--- src/sv/gasp_pkg.sv ---
`default_nettype none
package gasp_pkg;
	localparam int MaxGrid = 8;
	localparam int Cells = MaxGrid * MaxGrid;
	localparam int CoordW = $clog2(MaxGrid);
	localparam int IdxW = $clog2(Cells);
	localparam int CntW = IdxW + 1;
	localparam int CostW = 7;
	localparam int SizeW = 4;
	localparam logic [CostW-1:0] CostInf = '1;
	localparam logic [SizeW-1:0] SizeReset = SizeW'(MaxGrid);

	typedef logic [2:0] dir_t;
	localparam dir_t DirNone = 3'd0;
	localparam dir_t DirXm = 3'd1;
	localparam dir_t DirXp = 3'd2;
	localparam dir_t DirYm = 3'd3;
	localparam dir_t DirYp = 3'd4;

	// One per-cell record: cost, in-open flag and predecessor direction.
	typedef struct packed {
		logic [CostW-1:0] g;
		logic             open;
		dir_t             dir;
	} cell_rec_t;
	localparam int RecW = $bits(cell_rec_t);

	function automatic logic [CostW-1:0] heur(input logic [CoordW-1:0] a,
		input logic [CoordW-1:0] b, input logic [CoordW-1:0] c,
		input logic [CoordW-1:0] d);
		logic [2*CoordW:0] dx, dy;
		logic [2*CoordW:0] s;
		dx = (a > c) ? {{(CoordW+1){1'b0}}, a - c} : {{(CoordW+1){1'b0}}, c - a};
		dy = (b > d) ? {{(CoordW+1){1'b0}}, b - d} : {{(CoordW+1){1'b0}}, d - b};
		s = dx * dx + dy * dy;
		return CostW'(s);
	endfunction
endpackage
`default_nettype wire

--- src/sv/gasp_ram.sv ---
`default_nettype none
module gasp_ram #(
	parameter int Width = 8,
	parameter int Depth = 64
) (
	input  wire logic                     clk,
	input  wire logic                     we,
	input  wire logic [$clog2(Depth)-1:0] waddr,
	input  wire logic [Width-1:0]         wdata,
	input  wire logic [$clog2(Depth)-1:0] raddr,
	output logic      [Width-1:0]         rdata
);
	logic [Width-1:0] mem [Depth];
	always_ff @(posedge clk) begin
		if (we) begin
			mem[waddr] <= wdata;
		end
		rdata <= mem[raddr];
	end
endmodule
`default_nettype wire

--- src/sv/grid_astar_path_search_unit.sv ---
// Channel | Direction | Handshake     | Payload
// in      | into      | valid/ready   | source_x source_y target_x target_y
// out     | out of    | o_valid/o_ready | cell_x cell_y found last_cell
// cfg     | into      | cfg_we        | cfg_data (active grid side)
// One search at a time. A search sweeps the 64-entry cell store once to clear it,
// then each expansion scans the open list entry by entry (read, wait, compare),
// shifts the entries behind the picked one, and does up to 4 neighbor
// read-modify-writes; the path walk then records the cells, and emission sends
// them out one per result, waiting while the last result is still unconsumed.
// Results wait in an output register, so the next request can be taken while the
// last result is still held; arst_n clears the state, grid size, o_valid and open count.
`default_nettype none
module grid_astar_path_search_unit
	import gasp_pkg::*;
(
	input  wire logic                clk,
	input  wire logic                arst_n,
	input  wire logic                valid,
	output logic                     ready,
	input  wire logic [CoordW-1:0]   source_x,
	input  wire logic [CoordW-1:0]   source_y,
	input  wire logic [CoordW-1:0]   target_x,
	input  wire logic [CoordW-1:0]   target_y,
	output logic                     o_valid,
	input  wire logic                o_ready,
	output logic [CoordW-1:0]        cell_x,
	output logic [CoordW-1:0]        cell_y,
	output logic                     found,
	output logic                     last_cell,
	input  wire logic                cfg_we,
	input  wire logic [SizeW-1:0]    cfg_data
);
	typedef enum logic [4:0] {
		S_IDLE, S_CLR, S_SCAN_RD, S_SCAN_WT, S_SCAN_CMP, S_PICK,
		S_SHIFT_RD, S_SHIFT_WT, S_SHIFT_WR, S_NB, S_NB_WT, S_NB_UPD,
		S_NB_CUR, S_NB_CURWT, S_WALK_RD, S_WALK_WT, S_EMIT_RD, S_EMIT_WT,
		S_EMIT, S_FAIL
	} state_t;

	state_t state_q;
	logic [SizeW-1:0] size_q;
	logic [CoordW-1:0] tx_q, ty_q;
	logic [IdxW-1:0] src_q, tgt_q, cur_q, ptr_q, best_q, nb_q, cell_q;
	logic [CntW-1:0] cnt_q, i_q, len_q;
	logic [CostW:0] bestf_q;
	logic [CostW-1:0] curg_q;
	logic [IdxW-1:0] clr_q;
	logic [2:0] nbk_q;
	logic [CoordW:0] n_w;

	// Cell store.
	logic cs_we;
	logic [IdxW-1:0] cs_wa, cs_ra;
	cell_rec_t cs_wd, cs_rd;
	logic [RecW-1:0] cs_rdv;
	// Open list.
	logic ol_we;
	logic [IdxW-1:0] ol_wa, ol_ra, ol_rd;
	// Path buffer.
	logic pb_we;
	logic [IdxW-1:0] pb_wa, pb_ra, pb_rd;

	logic [IdxW-1:0] ol_wd_w;
	logic [CoordW-1:0] cx_w, cy_w, bx_w, by_w;
	logic nb_ok;
	dir_t nb_code;
	logic [IdxW-1:0] nb_idx;
	logic [CostW:0] f_w;
	logic [IdxW-1:0] ol_cell_s2;
	dir_t nb_dirq, curdir_q;

	gasp_ram #(.Width(RecW), .Depth(Cells)) u_cell (
		.clk, .we(cs_we), .waddr(cs_wa), .wdata(cs_wd), .raddr(cs_ra), .rdata(cs_rdv));
	assign cs_rd = cell_rec_t'(cs_rdv);
	gasp_ram #(.Width(IdxW), .Depth(Cells)) u_open (
		.clk, .we(ol_we), .waddr(ol_wa), .wdata(ol_wd_w), .raddr(ol_ra), .rdata(ol_rd));
	gasp_ram #(.Width(IdxW), .Depth(Cells)) u_path (
		.clk, .we(pb_we), .waddr(pb_wa), .wdata(cell_q), .raddr(pb_ra), .rdata(pb_rd));

	assign n_w = (size_q > SizeW'(MaxGrid)) ? (CoordW+1)'(MaxGrid) : (CoordW+1)'(size_q);
	assign ready = (state_q == S_IDLE);
	assign cx_w = cur_q[CoordW-1:0];
	assign cy_w = cur_q[IdxW-1:CoordW];
	assign bx_w = cell_q[CoordW-1:0];
	assign by_w = cell_q[IdxW-1:CoordW];
	assign f_w = (CostW+1)'(cs_rd.g) + (CostW+1)'(heur(ol_cell_s2[CoordW-1:0],
		ol_cell_s2[IdxW-1:CoordW], tx_q, ty_q));

	// Neighbor candidate for the current step.
	always_comb begin
		nb_ok = 1'b0;
		nb_code = DirNone;
		nb_idx = cur_q;
		unique case (nbk_q)
			3'd0: begin
				nb_ok = (cx_w != '0); nb_code = DirXp; nb_idx = cur_q - IdxW'(1);
			end
			3'd1: begin
				nb_ok = ((CoordW+1)'(cx_w) + 1'b1 < n_w); nb_code = DirXm;
				nb_idx = cur_q + IdxW'(1);
			end
			3'd2: begin
				nb_ok = (cy_w != '0); nb_code = DirYp; nb_idx = cur_q - IdxW'(MaxGrid);
			end
			3'd3: begin
				nb_ok = ((CoordW+1)'(cy_w) + 1'b1 < n_w); nb_code = DirYm;
				nb_idx = cur_q + IdxW'(MaxGrid);
			end
			default: nb_ok = 1'b0;
		endcase
	end

	always_comb begin
		cs_we = 1'b0; cs_wa = clr_q; cs_wd = '{g: CostInf, open: 1'b0, dir: DirNone};
		cs_ra = cur_q;
		ol_we = 1'b0; ol_wa = ptr_q; ol_wd_w = ol_rd; ol_ra = ptr_q;
		pb_we = 1'b0; pb_wa = len_q[IdxW-1:0]; pb_ra = ptr_q;
		unique case (state_q)
			S_CLR: begin
				cs_we = 1'b1;
				if (clr_q == src_q) cs_wd = '{g: '0, open: 1'b1, dir: DirNone};
				ol_we = (clr_q == '0); ol_wa = '0; ol_wd_w = src_q;
			end
			S_SCAN_RD: ol_ra = i_q[IdxW-1:0];
			S_SCAN_WT: cs_ra = ol_rd;
			S_SHIFT_RD: ol_ra = ptr_q + IdxW'(1);
			S_SHIFT_WT: ol_ra = ptr_q + IdxW'(1);
			S_SHIFT_WR: begin ol_we = 1'b1; ol_wa = ptr_q; ol_wd_w = ol_rd; end
			S_NB: cs_ra = nb_idx;
			S_NB_WT: cs_ra = nb_q;
			S_NB_UPD: begin
				if (curg_q + 1'b1 < cs_rd.g) begin
					cs_we = 1'b1; cs_wa = nb_q;
					cs_wd = '{g: curg_q + 1'b1, open: 1'b1, dir: nb_dirq};
					if (!cs_rd.open) begin
						ol_we = 1'b1; ol_wa = cnt_q[IdxW-1:0]; ol_wd_w = nb_q;
					end
				end
			end
			S_NB_CUR: begin
				// Drop the expanded cell from the open set.
				cs_we = 1'b1; cs_wa = cur_q;
				cs_wd = '{g: curg_q, open: 1'b0, dir: curdir_q};
			end
			S_WALK_RD: begin
				cs_ra = cell_q;
				pb_we = 1'b1;
			end
			S_EMIT_RD: pb_ra = ptr_q;
			default: ;
		endcase
	end

	always_ff @(posedge clk or negedge arst_n) begin
		if (!arst_n) begin
			state_q <= S_IDLE;
			size_q <= SizeReset;
			o_valid <= 1'b0;
			cnt_q <= '0;
		end else begin
			if (cfg_we) size_q <= cfg_data;
			if (o_valid && o_ready) o_valid <= 1'b0;
			unique case (state_q)
				S_IDLE: begin
					if (valid && ready) begin
						src_q <= {source_y, source_x};
						tgt_q <= {target_y, target_x};
						tx_q <= target_x; ty_q <= target_y;
						clr_q <= '0;
						if ((CoordW+1)'(source_x) >= n_w || (CoordW+1)'(source_y) >= n_w ||
							(CoordW+1)'(target_x) >= n_w || (CoordW+1)'(target_y) >= n_w)
							state_q <= S_FAIL;
						else state_q <= S_CLR;
					end
				end
				S_FAIL: begin
					if (!o_valid) begin
						o_valid <= 1'b1; cell_x <= '0; cell_y <= '0;
						found <= 1'b0; last_cell <= 1'b1; state_q <= S_IDLE;
					end
				end
				S_CLR: begin
					clr_q <= clr_q + IdxW'(1);
					if (clr_q == IdxW'(Cells - 1)) begin
						cnt_q <= CntW'(1);
						i_q <= '0; bestf_q <= '1; state_q <= S_SCAN_RD;
					end
				end
				S_SCAN_RD: state_q <= S_SCAN_WT;
				S_SCAN_WT: begin ol_cell_s2 <= ol_rd; state_q <= S_SCAN_CMP; end
				S_SCAN_CMP: begin
					if (i_q == '0 || f_w < bestf_q) begin
						bestf_q <= f_w; best_q <= i_q[IdxW-1:0];
						cur_q <= ol_cell_s2; curg_q <= cs_rd.g; curdir_q <= cs_rd.dir;
					end
					i_q <= i_q + 1'b1;
					state_q <= (i_q + 1'b1 < cnt_q) ? S_SCAN_RD : S_PICK;
				end
				S_PICK: begin
					if (cnt_q == '0) state_q <= S_FAIL;
					else if (cur_q == tgt_q) begin
						cell_q <= tgt_q; len_q <= '0; state_q <= S_WALK_RD;
					end else begin
						ptr_q <= best_q;
						state_q <= (CntW'(best_q) + 1'b1 < cnt_q) ? S_SHIFT_RD : S_NB_CUR;
					end
				end
				S_SHIFT_RD: state_q <= S_SHIFT_WT;
				S_SHIFT_WT: state_q <= S_SHIFT_WR;
				S_SHIFT_WR: begin
					ptr_q <= ptr_q + IdxW'(1);
					state_q <= (CntW'(ptr_q) + 2'd2 < cnt_q) ? S_SHIFT_RD : S_NB_CUR;
				end
				S_NB_CUR: begin
					cnt_q <= cnt_q - 1'b1; nbk_q <= '0; state_q <= S_NB;
				end
				S_NB: begin
					if (nbk_q == 3'd4) begin
						i_q <= '0; bestf_q <= '1;
						state_q <= (cnt_q == '0) ? S_PICK : S_SCAN_RD;
					end else if (nb_ok) begin
						nb_q <= nb_idx; nb_dirq <= nb_code; state_q <= S_NB_WT;
					end else nbk_q <= nbk_q + 3'd1;
				end
				S_NB_WT: state_q <= S_NB_UPD;
				S_NB_UPD: begin
					if (curg_q + 1'b1 < cs_rd.g && !cs_rd.open && cnt_q < CntW'(Cells))
						cnt_q <= cnt_q + 1'b1;
					nbk_q <= nbk_q + 3'd1; state_q <= S_NB;
				end
				S_WALK_RD: begin
					len_q <= len_q + 1'b1; state_q <= S_WALK_WT;
				end
				S_WALK_WT: begin
					state_q <= S_EMIT_RD; ptr_q <= len_q[IdxW-1:0] - IdxW'(1);
					if (len_q < CntW'(Cells)) begin
						unique case (cs_rd.dir)
							DirXm: if (bx_w != '0) begin
								cell_q <= cell_q - IdxW'(1); state_q <= S_WALK_RD; end
							DirXp: if (bx_w != '1) begin
								cell_q <= cell_q + IdxW'(1); state_q <= S_WALK_RD; end
							DirYm: if (by_w != '0) begin
								cell_q <= cell_q - IdxW'(MaxGrid); state_q <= S_WALK_RD; end
							DirYp: if (by_w != '1) begin
								cell_q <= cell_q + IdxW'(MaxGrid); state_q <= S_WALK_RD; end
							default: ;
						endcase
					end
				end
				S_EMIT_RD: state_q <= S_EMIT_WT;
				S_EMIT_WT: state_q <= S_EMIT;
				S_EMIT: begin
					if (!o_valid) begin
						o_valid <= 1'b1;
						cell_x <= pb_rd[CoordW-1:0]; cell_y <= pb_rd[IdxW-1:CoordW];
						found <= 1'b1; last_cell <= (ptr_q == '0);
						ptr_q <= ptr_q - IdxW'(1);
						state_q <= (ptr_q == '0) ? S_IDLE : S_EMIT_RD;
					end
				end
				default: state_q <= S_IDLE;
			endcase
		end
	end

`ifndef ASSERT_OFF
	a_ready_idle: assert property (@(posedge clk) disable iff (!arst_n)
		ready |-> state_q == S_IDLE) else $error("ready outside idle");
	a_cnt_max: assert property (@(posedge clk) disable iff (!arst_n)
		cnt_q <= CntW'(Cells)) else $error("open count overflow");
	a_out_hold: assert property (@(posedge clk) disable iff (!arst_n)
		o_valid && !o_ready |=> o_valid && $stable(cell_x) && $stable(last_cell))
		else $error("result dropped");
	a_fail_nf: assert property (@(posedge clk) disable iff (!arst_n)
		o_valid && !found |-> last_cell) else $error("failure not last");
`endif
endmodule
`default_nettype wire
--- config.mk ---
export PLATFORM = sky130hd
export DESIGN_NAME = grid_astar_path_search_unit
export DESIGN_NICKNAME = d
export VERILOG_FILES = /design/src/sv/gasp_pkg.sv /design/src/sv/gasp_ram.sv /design/src/sv/grid_astar_path_search_unit.sv
export SDC_FILE = /design/constraint.sdc
export NUM_CORES = 2
export LEC_CHECK = 0
export BUFFER_PORTS_ARGS = -buffer_cell sky130_fd_sc_hd__buf_2
export CAP_MARGIN = 5
export CORE_ASPECT_RATIO = 1.2
export CORE_MARGIN = 4
export CORE_UTILIZATION = 52
export CTS_CLUSTER_SIZE = 8
export DETAILED_ROUTE_END_ITERATION = 12
export PLACE_DENSITY = 0.67
export SLEW_MARGIN = 20
export SYNTH_ARGS = -nofsm -noshare
export SYNTH_HDL_FRONTEND = slang
export SYNTH_HIERARCHICAL = 1
export SYNTH_SLANG_ARGS = --single-unit
--- constraint.sdc ---
create_clock -name clk -period 6.6 [get_ports clk]
set_input_delay 0 -clock clk [delete_from_list [all_inputs] [get_ports clk]]
set_output_delay 0 -clock clk [all_outputs]
set_load 0.005 [all_outputs]
==> out/results.txt <==
initial core utilization = 0.5237
Area Growth Syn to Fin = 12.96%
WL per Instance = 28.01 um
fillcell total = 9281
clk_lat worst skew = 0.83 ns
Final setup viols = 0
Worst Hold Class = in -> reg
IO Port Bufs = 30
Max-Cap Viols = 0
# nets final = 4139
CTS root buffer = clkbuf_16
multi-input logic area = 0.01799 mm^2
GRT overflow = 0
DRT Pass-1 Iters = 5
Total Die Area = 0.1352 mm^2
drt initial violations = 3677
Synth area leader = edfxtp_1
Post-synth EDFFs = 1572
total negative slack = 0 ns
critical path endpoint category = flip-flop
share of cells above drive strength 1 = 0.1847
Mapped Cells = 3791
htree depth = 4
Yosys reg bits = 1612
initial antenna violation count = 4
RSZ-0062 raised after global routing = no
pin count of the biggest net entering global routing = 101
Slew Limit Fails = 0
Post-synth ARST share = 0.01055
DR DRC count = 0
top-count cell post-synth = edfxtp_1
hold path endpoint = size_q[0]$_DFFE_PN0P_
detailed-route via count = 36150
clk buf depth = 3
Yosys top cell area share = 0.7016
total track usage = 0.2405
WHS = 0.06565 ns
PD cells = 401.2 mW/mm^2
Via density = 6.271
FP Rows = 144
peak supply drop = 0.3011 mV
syn nets = 3930
min-delay src = cfg_data[0]
hold_buf cts = 31
CP arrival = 6.13 ns
global placer's final weighted congestion = 0.9021
Critical Path RT = 7.03 ns
Core ar. = 0.1285 mm^2
Die X = 336.4 um
worst hold path stage count = 3
FF-to-FF path depth = 14
Max Fclk = 175.3 MHz
Min Clock Period, post-route = 5.704 ns
vias in the first global route = 36660
top post-synthesis cells by count = 1572 x edfxtp_1, 284 x mux4_2, 284 x nor2_1
Worst setup SP type = flip-flop
hpwl dp = 103.2 mm
CTS tree = done
Crit Reg-Reg Endpoint = u_cell/mem[26][1]$_DFFE_PP_
FF/Latch Area = 0.04809 mm^2
Final Cycle Share = 0.8643
main area contributors after synthesis = edfxtp_1 70%, mux4_2 9.5%, mux2i_1 2.5%
Clock Skew = 0.05616 ns
syn_area_per_cell = 17.75 um^2
Clock transition at path regs = 0.06 ns
IO Pins = 31
antenna-violating nets left = 0
outcome = finished, final reports clean
worst-path maximum fanout = 11
global-route wire length before repair = 239.7 mm
Final Hold Vio Count = 0
Static Leak = 0.02500 uW
synth warn = 6
Reg-to-Reg Start = curg_q[0]$_DFFE_PP_
cell area after synthesis = 0.06728 mm^2
main flop type after synthesis = edfxtp_1
sequential cell area fraction in the yosys report = 0.7148
slew margin rel. = 0.2323
Sink Count = 1612
WS Path Type = reg -> reg
drt total wl = 161.5 mm
DIE HEIGHT = 402.0 um
TritonCTS buffer count = 220
R2R setup slack = 0.90 ns
Post-CTS Setup Bufs = 0
worst-margin pin slew = 1.147 ns
Cell variety after synth = 84
# resized after CTS = 0
==> layout make-up <==
| class | count | area share |
|---|---|---|
| Sequential cell | 1612 | 0.6328 |
| Multi-Input combinational cell | 1902 | 0.2367 |
| Clock buffer | 290 | 0.07646 |
| Tap cell | 1679 | 0.02764 |
| Timing Repair Buffer | 169 | 0.01804 |
| Inverter | 95 | 0.004692 |
| Clock inverter | 15 | 0.003523 |
| Antenna cell | 3 | 0.00009878 |
==> worst max-delay path: stages (launching register included) <==
cell	delay, ns
edfxtp_1	0.46
ha_1	0.29
nand3_1	0.17
nor2_1	0.08
xor2_1	0.15
ha_1	0.29
nand4_1	0.08
nor3_1	0.35
or3_1	0.41
nor2_1	0.26
a222oi_1	0.64
inv_1	0.31
or3b_2	0.55
or2_2	0.40
nor2_1	0.84
==> sequential cells by signal, summed over array words and instances (netlist names), 7 cells and up <==
signal,flops
u_path/mem,384
i_q,7
u_open/mem,384
cnt_q,7
bestf_q,8
curg_q,7
u_cell/mem,704
u_cell/rdata,11
len_q,7
==> how the worst max path moves through the flow <==
stage,start,endpoint,slack [ns],cells after the start
3_5_place_dp,curg_q[0]$_DFFE_PP_,u_cell/mem[26][6]$_DFFE_PP_,1.05,14
2_1_floorplan,ty_q[1]$_DFFE_PP_,best_q[0]$_DFFE_PP_,0.92,23
3_3_place_gp,ty_q[1]$_DFFE_PP_,curg_q[0]$_DFFE_PP_,1.14,24
5_1_grt,ty_q[1]$_DFFE_PP_,best_q[1]$_DFFE_PP_,0.62,24
6_report,curg_q[0]$_DFFE_PP_,u_cell/mem[26][1]$_DFFE_PP_,0.90,14
4_1_cts,curg_q[0]$_DFFE_PP_,u_cell/mem[26][0]$_DFFE_PP_,1.01,14
==> per-layer routing <==
metal  global-route usage  vias up  share of wire
met5                    0        -              0
met4               0.1109        0          0.046
met3              0.04036      335          0.066
met2               0.4047     1526           0.51
met1               0.3078    18710           0.38
li1                     -    15580              -
==> per-stage QoR <==
stage	cell area, um^2	instances	setup slack [ns]	util	power (uW)
5_1_grt	75990	5762	0.6222	0.5915	31720
3_3_place_gp	69560	5426	1.144	0.5415	20540
2_1_floorplan	67280	3791	0.9189	-	18250
4_1_cts	75960	5762	1.013	0.5913	30710
6_report	76000	5765	0.8957	0.5916	30490
3_5_place_dp	69570	5426	1.055	0.5415	20650
==> cell families after synthesis <==
kind of cell,after synthesis,synth area share
xor gates and xnor gates,70,0.009113
DFF,1612,0.7148
muxes,497,0.1303
and+or+nand+nor,755,0.05438
AOI/OAI and AO/OA,462,0.04720
buffers and inverters,277,0.02068
adders and majority gates,118,0.02351
==> power by group <==
group          leakage [uW]  internal, uW  switching [uW]
Clock               0.00293          6030            3980
Sequential           0.0145         12600             313
Combinational       0.00755          2690            4890
Total                0.0250         21300            9170
==> cell usage in the layout (no fill, tap or decap), drive strengths merged, types with 28 or more instances in the layout <==
master / synthesis / layout
edfxtp: 1572 / 1572
mux4: 296 / 296
clkbuf: 77 / 290
nor2: 286 / 286
mux2i: 166 / 166
buf: 105 / 138
nand2: 134 / 134
ha: 104 / 104
inv: 94 / 100
nand3: 89 / 89
o21ai: 87 / 87
a22oi: 77 / 77
a21oi: 67 / 67
o22ai: 52 / 52
nor2b: 37 / 37
xnor2: 36 / 36
mux2: 35 / 35
xor2: 34 / 34
dlygate4sd3: 0 / 31
nand2b: 28 / 28
a211oi: 28 / 28
(Power assumes the default switching activity.)
